### config.mk
export PLATFORM = sky130hd
export DESIGN_NAME = stereo_bitcrusher_sample_hold
export DESIGN_NICKNAME = d
export VERILOG_FILES = /design/src/design/sbc_pkg.sv /design/src/design/stereo_bitcrusher_sample_hold.sv
export SDC_FILE = /design/constraint.sdc
export NUM_CORES = 1
export LEC_CHECK = 0
export ABC_AREA = 1
export BUFFER_PORTS_ARGS = -buffer_cell sky130_fd_sc_hd__buf_2
export CAP_MARGIN = 20
export CELL_PAD_IN_SITES_DETAIL_PLACEMENT = 1
export CELL_PAD_IN_SITES_GLOBAL_PLACEMENT = 1
export CORE_MARGIN = 2
export CORE_UTILIZATION = 25
export DETAILED_ROUTE_END_ITERATION = 8
export PLACE_DENSITY_LB_ADDON = 0.08
export REMOVE_ABC_BUFFERS = 1
export SETUP_SLACK_MARGIN = 0.5
export SLEW_MARGIN = 20
export SYNTH_ARGS = -nofsm -noshare
export SYNTH_HDL_FRONTEND = slang
export SYNTH_SLANG_ARGS = --single-unit
### constraint.sdc
create_clock -name clk -period 4.1 [get_ports clk]
set_clock_uncertainty 0.05 [all_clocks]
set_input_delay 0.615 -clock clk [delete_from_list [all_inputs] [get_ports clk]]
set_output_delay 0.615 -clock clk [all_outputs]
set_load 0.02 [all_outputs]
### src/design/sbc_pkg.sv
`default_nettype none

package sbc_pkg;

    localparam int SAMPLE_WIDTH    = 16;
    localparam int MAX_HOLD        = 32;
    localparam int KNOB_WIDTH      = 8;
    localparam int KNOB_RANGE      = 1 << KNOB_WIDTH;
    localparam int CFG_INDEX_WIDTH = 8;
    localparam int SHIFT_WIDTH     = $clog2(SAMPLE_WIDTH);
    localparam int HOLD_WIDTH      = $clog2(MAX_HOLD);

    typedef logic signed [SAMPLE_WIDTH-1:0] sample_t;
    typedef logic [SHIFT_WIDTH-1:0] shift_t;
    typedef logic [HOLD_WIDTH-1:0] hold_t;
    typedef logic [KNOB_WIDTH-1:0] knob_t;
    typedef logic [CFG_INDEX_WIDTH-1:0] cfg_index_t;

    typedef logic [KNOB_RANGE-1:0][SHIFT_WIDTH-1:0] shift_lut_t;
    typedef logic [KNOB_RANGE-1:0][HOLD_WIDTH-1:0] reload_lut_t;

    localparam cfg_index_t CFG_BITS_KNOB = cfg_index_t'(0);
    localparam cfg_index_t CFG_RATE_KNOB = cfg_index_t'(1);

    localparam knob_t KNOB_RESET = knob_t'(KNOB_RANGE - 1);

    // depth = 1 + round(k*15/255); the table holds the rounding shift, zero means pass
    function automatic shift_lut_t build_shift_lut();
        shift_lut_t lut;
        int depth;
        for (int k = 0; k < KNOB_RANGE; k++)
        begin
            depth = 1 + (2 * k + 17) / 34;
            if (depth >= SAMPLE_WIDTH)
                lut[k] = '0;
            else
                lut[k] = SHIFT_WIDTH'(SAMPLE_WIDTH - depth);
        end
        return lut;
    endfunction

    // step = MAX_HOLD - round(k*(MAX_HOLD-1)/255); the table holds step - 1
    function automatic reload_lut_t build_reload_lut();
        reload_lut_t lut;
        int r;
        int st;
        for (int k = 0; k < KNOB_RANGE; k++)
        begin
            r  = (2 * k * (MAX_HOLD - 1) + 255) / 510;
            st = MAX_HOLD - r;
            if (st < 1)
                st = 1;
            lut[k] = HOLD_WIDTH'(st - 1);
        end
        return lut;
    endfunction

    localparam shift_lut_t  SHIFT_LUT  = build_shift_lut();
    localparam reload_lut_t RELOAD_LUT = build_reload_lut();

endpackage

`default_nettype wire

### src/design/stereo_bitcrusher_sample_hold.sv
`default_nettype none

// Stereo bit crusher with sample-and-hold. Takes one stereo Q1.15 frame per
// transaction and returns one frame per transaction, in order. Throughput is
// one frame per clock cycle when the output does not stall. A frame passes the
// input register, then the output register, which also holds the crushed pair
// for the hold. The input stalls only while the output register is full and stalled.
// bits_knob (index 0) and rate_knob (index 1) are decoded into a rounding
// shift and a hold reload value when written; other indexes are ignored.
// A new knob value takes effect at the next reload of the hold counter.
module stereo_bitcrusher_sample_hold
    import sbc_pkg::*;
(
    input  wire logic       clk,
    input  wire logic       rst_n,
    input  wire logic       in_valid,
    output logic            in_stall,
    input  wire sample_t    left_in,
    input  wire sample_t    right_in,
    output logic            out_valid,
    input  wire logic       out_stall,
    output sample_t         left_out,
    output sample_t         right_out,
    input  wire logic       cfg_write,
    input  wire cfg_index_t cfg_index,
    input  wire knob_t      cfg_data
);

    localparam sample_t SAMPLE_MAX = sample_t'((1 << (SAMPLE_WIDTH - 1)) - 1);

    // round half-up to a multiple of 2^sh, saturate on positive overflow
    function automatic sample_t crush(input sample_t s, input shift_t sh);
        logic [SAMPLE_WIDTH:0] half;
        logic [SAMPLE_WIDTH:0] mask;
        logic [SAMPLE_WIDTH:0] t;
        if (sh == '0)
            return s;
        half = (SAMPLE_WIDTH+1)'(1) << (sh - shift_t'(1));
        mask = ~(((SAMPLE_WIDTH+1)'(1) << sh) - (SAMPLE_WIDTH+1)'(1));
        t    = ({s[SAMPLE_WIDTH-1], s} + half) & mask;
        if (!t[SAMPLE_WIDTH] && t[SAMPLE_WIDTH-1])
            return SAMPLE_MAX;
        return sample_t'(t[SAMPLE_WIDTH-1:0]);
    endfunction

    shift_t  shift_reg;
    hold_t   reload_reg;
    hold_t   hold_count_reg;
    hold_t   hold_count_next;
    logic    s1_valid_reg;
    sample_t s1_left_reg;
    sample_t s1_right_reg;
    logic    out_valid_reg;
    sample_t held_left_reg;
    sample_t held_right_reg;
    sample_t held_left_next;
    sample_t held_right_next;
    logic    s2_ready;
    logic    s1_adv;
    logic    in_accept;

    assign s2_ready  = !out_valid_reg || !out_stall;
    assign s1_adv    = s1_valid_reg && s2_ready;
    assign in_stall  = s1_valid_reg && !s2_ready;
    assign in_accept = in_valid && !in_stall;

    assign out_valid = out_valid_reg;
    assign left_out  = held_left_reg;
    assign right_out = held_right_reg;

    always_comb
    begin
        held_left_next  = held_left_reg;
        held_right_next = held_right_reg;
        if (hold_count_reg == '0)
        begin
            held_left_next  = crush(s1_left_reg, shift_reg);
            held_right_next = crush(s1_right_reg, shift_reg);
            hold_count_next = reload_reg;
        end
        else
        begin
            hold_count_next = hold_count_reg - hold_t'(1);
        end
    end

    always_ff @(posedge clk or negedge rst_n)
    begin
        if (!rst_n)
        begin
            shift_reg  <= SHIFT_LUT[KNOB_RESET];
            reload_reg <= RELOAD_LUT[KNOB_RESET];
        end
        else if (cfg_write)
        begin
            unique case (cfg_index)
                CFG_BITS_KNOB: shift_reg  <= SHIFT_LUT[cfg_data];
                CFG_RATE_KNOB: reload_reg <= RELOAD_LUT[cfg_data];
                default:       ;
            endcase
        end
    end

    always_ff @(posedge clk or negedge rst_n)
    begin
        if (!rst_n)
        begin
            s1_valid_reg   <= 1'b0;
            out_valid_reg  <= 1'b0;
            hold_count_reg <= '0;
            held_left_reg  <= '0;
            held_right_reg <= '0;
        end
        else
        begin
            if (in_accept)
                s1_valid_reg <= 1'b1;
            else if (s1_adv)
                s1_valid_reg <= 1'b0;

            if (s1_adv)
                out_valid_reg <= 1'b1;
            else if (!out_stall)
                out_valid_reg <= 1'b0;

            if (s1_adv)
            begin
                hold_count_reg <= hold_count_next;
                held_left_reg  <= held_left_next;
                held_right_reg <= held_right_next;
            end
        end
    end

    always_ff @(posedge clk)
    begin
        if (in_accept)
        begin
            s1_left_reg  <= left_in;
            s1_right_reg <= right_in;
        end
    end

`ifndef NO_ASSERTIONS
    assert property (@(posedge clk) disable iff (!rst_n)
        (s1_adv && hold_count_reg != '0) |=>
            $stable(held_left_reg) && $stable(held_right_reg))
    else $error("held pair changed during a hold");

    assert property (@(posedge clk) disable iff (!rst_n)
        (s1_adv && hold_count_reg != '0) |=>
            hold_count_reg == $past(hold_count_reg) - hold_t'(1))
    else $error("hold counter did not count down");

    assert property (@(posedge clk) disable iff (!rst_n)
        s1_adv |=> out_valid_reg)
    else $error("frame lost between input and output register");
`endif

endmodule

`default_nettype wire
==> results by group <==
Status
  – Status: completed

Power and ir drop
  – P_int: 0.00179 W
  – PwrDens: between 300 and 400 nW/um^2
  – Pleak: 4.05 nW
  – VDD IR-drop max: 0.000215 V
  – Pwr Total: 0.00304 W
  – Combinational share of power: 37.1%
  – Reg power frac: 36.2%
  – Switching Fraction: between 40% and 50%
  – Sw Pwr: 0.00124 W
  – Clock power share: 26.7%

GRT
  – First-pass GRT wire length: 36500 um
  – Largest net degree at the start of global routing: 58
  – Global Route Usage Sum: 17.6%
  – Most Crowded Layer GR: met2
  – Vias in the first global route: roughly 6.6k
  – Initial antenna violation count: 0
  – Total grt overflow: 0
  – Grt met1 use: between 20 and 25%
  – GRT met2 Usage: 29.3%
  – Met3 GRT Util: 2.58%

Route
  – DRC viols: 0
  – Avg WL per Cell: 16.9 um
  – Detail Route Antenna Nets: 0
  – Vias per cell: 4.71
  – Drt total wl: 23200 um
  – DR pass1 iterations: 4
  – Iter 0 DRT Violations: 254
  – Vias: roughly 6.5k

Setup path
  – Critical Path Fanout Max: 9
  – Required time of the critical path: 4.29 ns
  – Crit end category: flop
  – WP data arrival: 3.57 ns
  – Worst r2r dst: right_out[4]
  – Worst path max stage delay: 0.43 ns
  – CP cell instances: clkinvlp_4 > ha_4 > inv_2 > nor2_2 > nand4_1 > nand2_1 > inv_1 > ha_1 > inv_1 > nand2_1 > nand2_1 > nand2_1 > nand3_1 > nand2_1 > nand2_1 > nand2_1 > nand2_1 > nand3_1 > nand2_2 > buf_4 > nand3_1 > nand2_1 > nand2_1
  – Slowest cell on crit path: dfrtp_2
  – R2r startpoint: shift_reg[2]
  – Worst Setup SP: shift_reg[2]
  – Critical path startpoint category: flop
  – Reg2Reg Depth: 23
  – Crit Path Category: reg2reg
  – CP most frequent cell: nand2_1
  – R2r setup slk: 0.73 ns

Die
  – Core area: 25100 um^2
  – Std-Cell Rows: 58
  – Die X: around 160 um
  – Starting density of the core: 25.4%
  – I/O Pins: 87
  – Die area: 26900 um^2
  – Die Height: about 160 um

Yosys
  – Mean Syn Cell Area: 6.75 um^2
  – Prevailing post-synth register cell: dfrtp_1
  – Area contributors post-synth: dfrtp_1, nand2_1, edfxtp_1
  – Cell variety after synth: 47
  – Post-synthesis instance total: 947
  – Top cell type's share of synthesized area: 18.8%
  – Leading area contributor after synthesis: dfrtp_1
  – Post-synthesis sequential area ratio: 33.8%
  – Post-synth EDFFs: 32
  – Synth Warn #: 0
  – Flops & latches, synth: 80
  – Mapped Area: roughly 6400 um^2
  – Asr flop ratio synth: around 60%

Placement
  – Port Buffers: 86
  – HPWL Detailed: 18300 um
  – Post-DP Area: 7200 um^2
  – GP Congestion: approximately 0.85

Clocking
  – Root buffer cell: clkbuf_16
  – H-Tree Depth: 3
  – Clk_lat worst skew: 0.36 ns
  – CTS max path bufs: 2
  – Clock slew at reported path FFs: 0.07 ns
  – Num CTS Buffers: 9
  – CTS tree: yes
  – Clk sinks: 80

STA
  – Max Slew Vio Count: 0
  – Final hold vios: 0
  – Slew margin rel.: a little under three fifths
  – Setup violations, final: 0
  – TNS Setup: 0 ns
  – Fmax achieved: 0.296 GHz
  – Worst-Margin Slew: 0.653 ns
  – Tcrit/Tclk final: approximately 82%
  – Unrepaired setup endpoints after global routing: no
  – Final Critical Period: 3.37 ns

Final layout
  – ANT cells: 0
  – Layout cells sized above 1: 17.0%
  – Reg area: 2170 um^2
  – Nets: 1119
  – Final core utilization: 30.4%
  – Fin area: 7630 um^2
  – Area Overhead vs Synth: 19.4%
  – FILL cells: 3216
  – Footprint of the multi-input gates: 3790 um^2

Worst hold path
  – Worst Hold Class: in2async

Job
  – Max_cap viols: 0
-- layout by cell type (no fill, tap or decap), types with 3 or more instances in the layout --
cell type and count:
o22ai_1 5, nor2_4 3, nand4_2 4, o21ai_1 5
ha_1 25, nor4_1 5, o211ai_1 4, nor3_1 16
xnor2_1 3, inv_2 5, or2_2 6, o31ai_1 6
nand3_1 96, o21bai_1 4, o21ai_0 35, dfrtp_1 44
clkinv_4 3, a211oi_1 3, clkbuf_16 9, nor3_2 4
buf_4 16, nand2_1 276, a21oi_1 59, inv_1 101
nor2_2 8, nor2_1 103, nand3b_1 9, dfrtp_2 4
buf_2 86, nand2_4 4, nand3_2 4, xor2_1 17
edfxtp_1 32, nand4_1 5, nand2_2 8
-- routing by layer --
layer,vias to the layer above,wire length [um]
met1,3071,11400
met3,17,576
met2,73,11000
met4,0,311
li1,3308,-
met5,-,0
-- synthesized netlist by cell type (3+ instances only) --
cell type,number
o21bai_1,4
nor2_2,6
o21ai_0,38
inv_1,103
xnor2_1,3
a21oi_1,61
nand2_2,9
nand3b_1,9
nand2_1,277
nand3_1,97
o22ai_1,5
nor2_1,106
inv_2,4
dfrtp_1,48
edfxtp_1,32
clkbuf_1,14
o211ai_1,4
buf_2,4
nand3_2,3
nand4_2,4
or2_2,6
a211oi_1,3
nor3_1,18
o31ai_1,6
nand4_1,5
buf_1,3
ha_1,28
xor2_1,17
nor4_1,5
-- cells by family (layout without fill, tap and decap cells) --
logic type               count (synthesis)  in the layout  share of synthesized area, %
AND/OR/NAND/NOR                        553            554                          38.0
AO/OA/AOI/OAI                          134            134                          11.8
buffers and inverters                  132            227                          8.13
XOR/XNOR                                20             20                          2.74
adder cells (fa/ha/maj)                 28             28                          5.48
flip-flops                              80             80                          33.8
-- power by group through the flow --
| stage | clock (W) | combinational (W) | sequential (W) |
|---|---|---|---|
| CTS | 0.000847 | 0.00111 | 0.00110 |
| detailed placement | 0 | 0.00110 | 0.00112 |
| global placement | 0 | 0.00109 | 0.00112 |
| finish | 0.000811 | 0.00113 | 0.00110 |
| floorplan | 0 | 0.000568 | 0.00124 |
| global route | 0.000876 | 0.00127 | 0.00112 |
-- cell type report --
cell class / count / area share (%)
clock buffer: 9 / 2.95
clock inverter: 7 / 0.820
inverter: 108 / 5.36
multi-input combinational: 736 / 49.7
sequential: 80 / 28.4
tap: 330 / 5.41
timing repair buffer: 103 / 7.39
-- critical path, delay by kind of cell (launching register included) --
kind                       cells  cell delay, ns
and+or+nand+nor               16            1.71
adders and majority gates      2            0.53
buffers and inverters          5            0.52
DFF                            1            0.43
-- per-stage QoR --
stage / setup WS (ns) / hold WS [ns] / std cells
floorplan: 0.765 / 0.269 / 923
global placement: 0.308 / 0.413 / 1350
detailed placement: 0.300 / 0.410 / 1350
CTS: 0.503 / 0.201 / 1366
global route: 0.513 / 0.214 / 1373
finish: 0.726 / 0.175 / 1373
-- repair_timing --
action,in CTS,in global routing
hold buffers,0,0
gates resized for setup,5,24
setup endpoints to repair,30,31
gates cloned,0,1
setup buffers,0,6
pin swaps,0,3
-- how the worst max path moves through the flow --
| stage | endpoint | slack [ns] | cells after the start |
|---|---|---|---|
| 3_5_place_dp | left_out[11] | 0.30 | 16 |
| 2_1_floorplan | left_out[2] | 0.76 | 16 |
| 5_1_grt | right_out[4] | 0.51 | 23 |
| 4_1_cts | right_out[4] | 0.50 | 22 |
| 3_3_place_gp | left_out[7] | 0.31 | 16 |
| 6_report | right_out[4] | 0.73 | 23 |
Note: power is estimated with default switching activity, not from simulation.
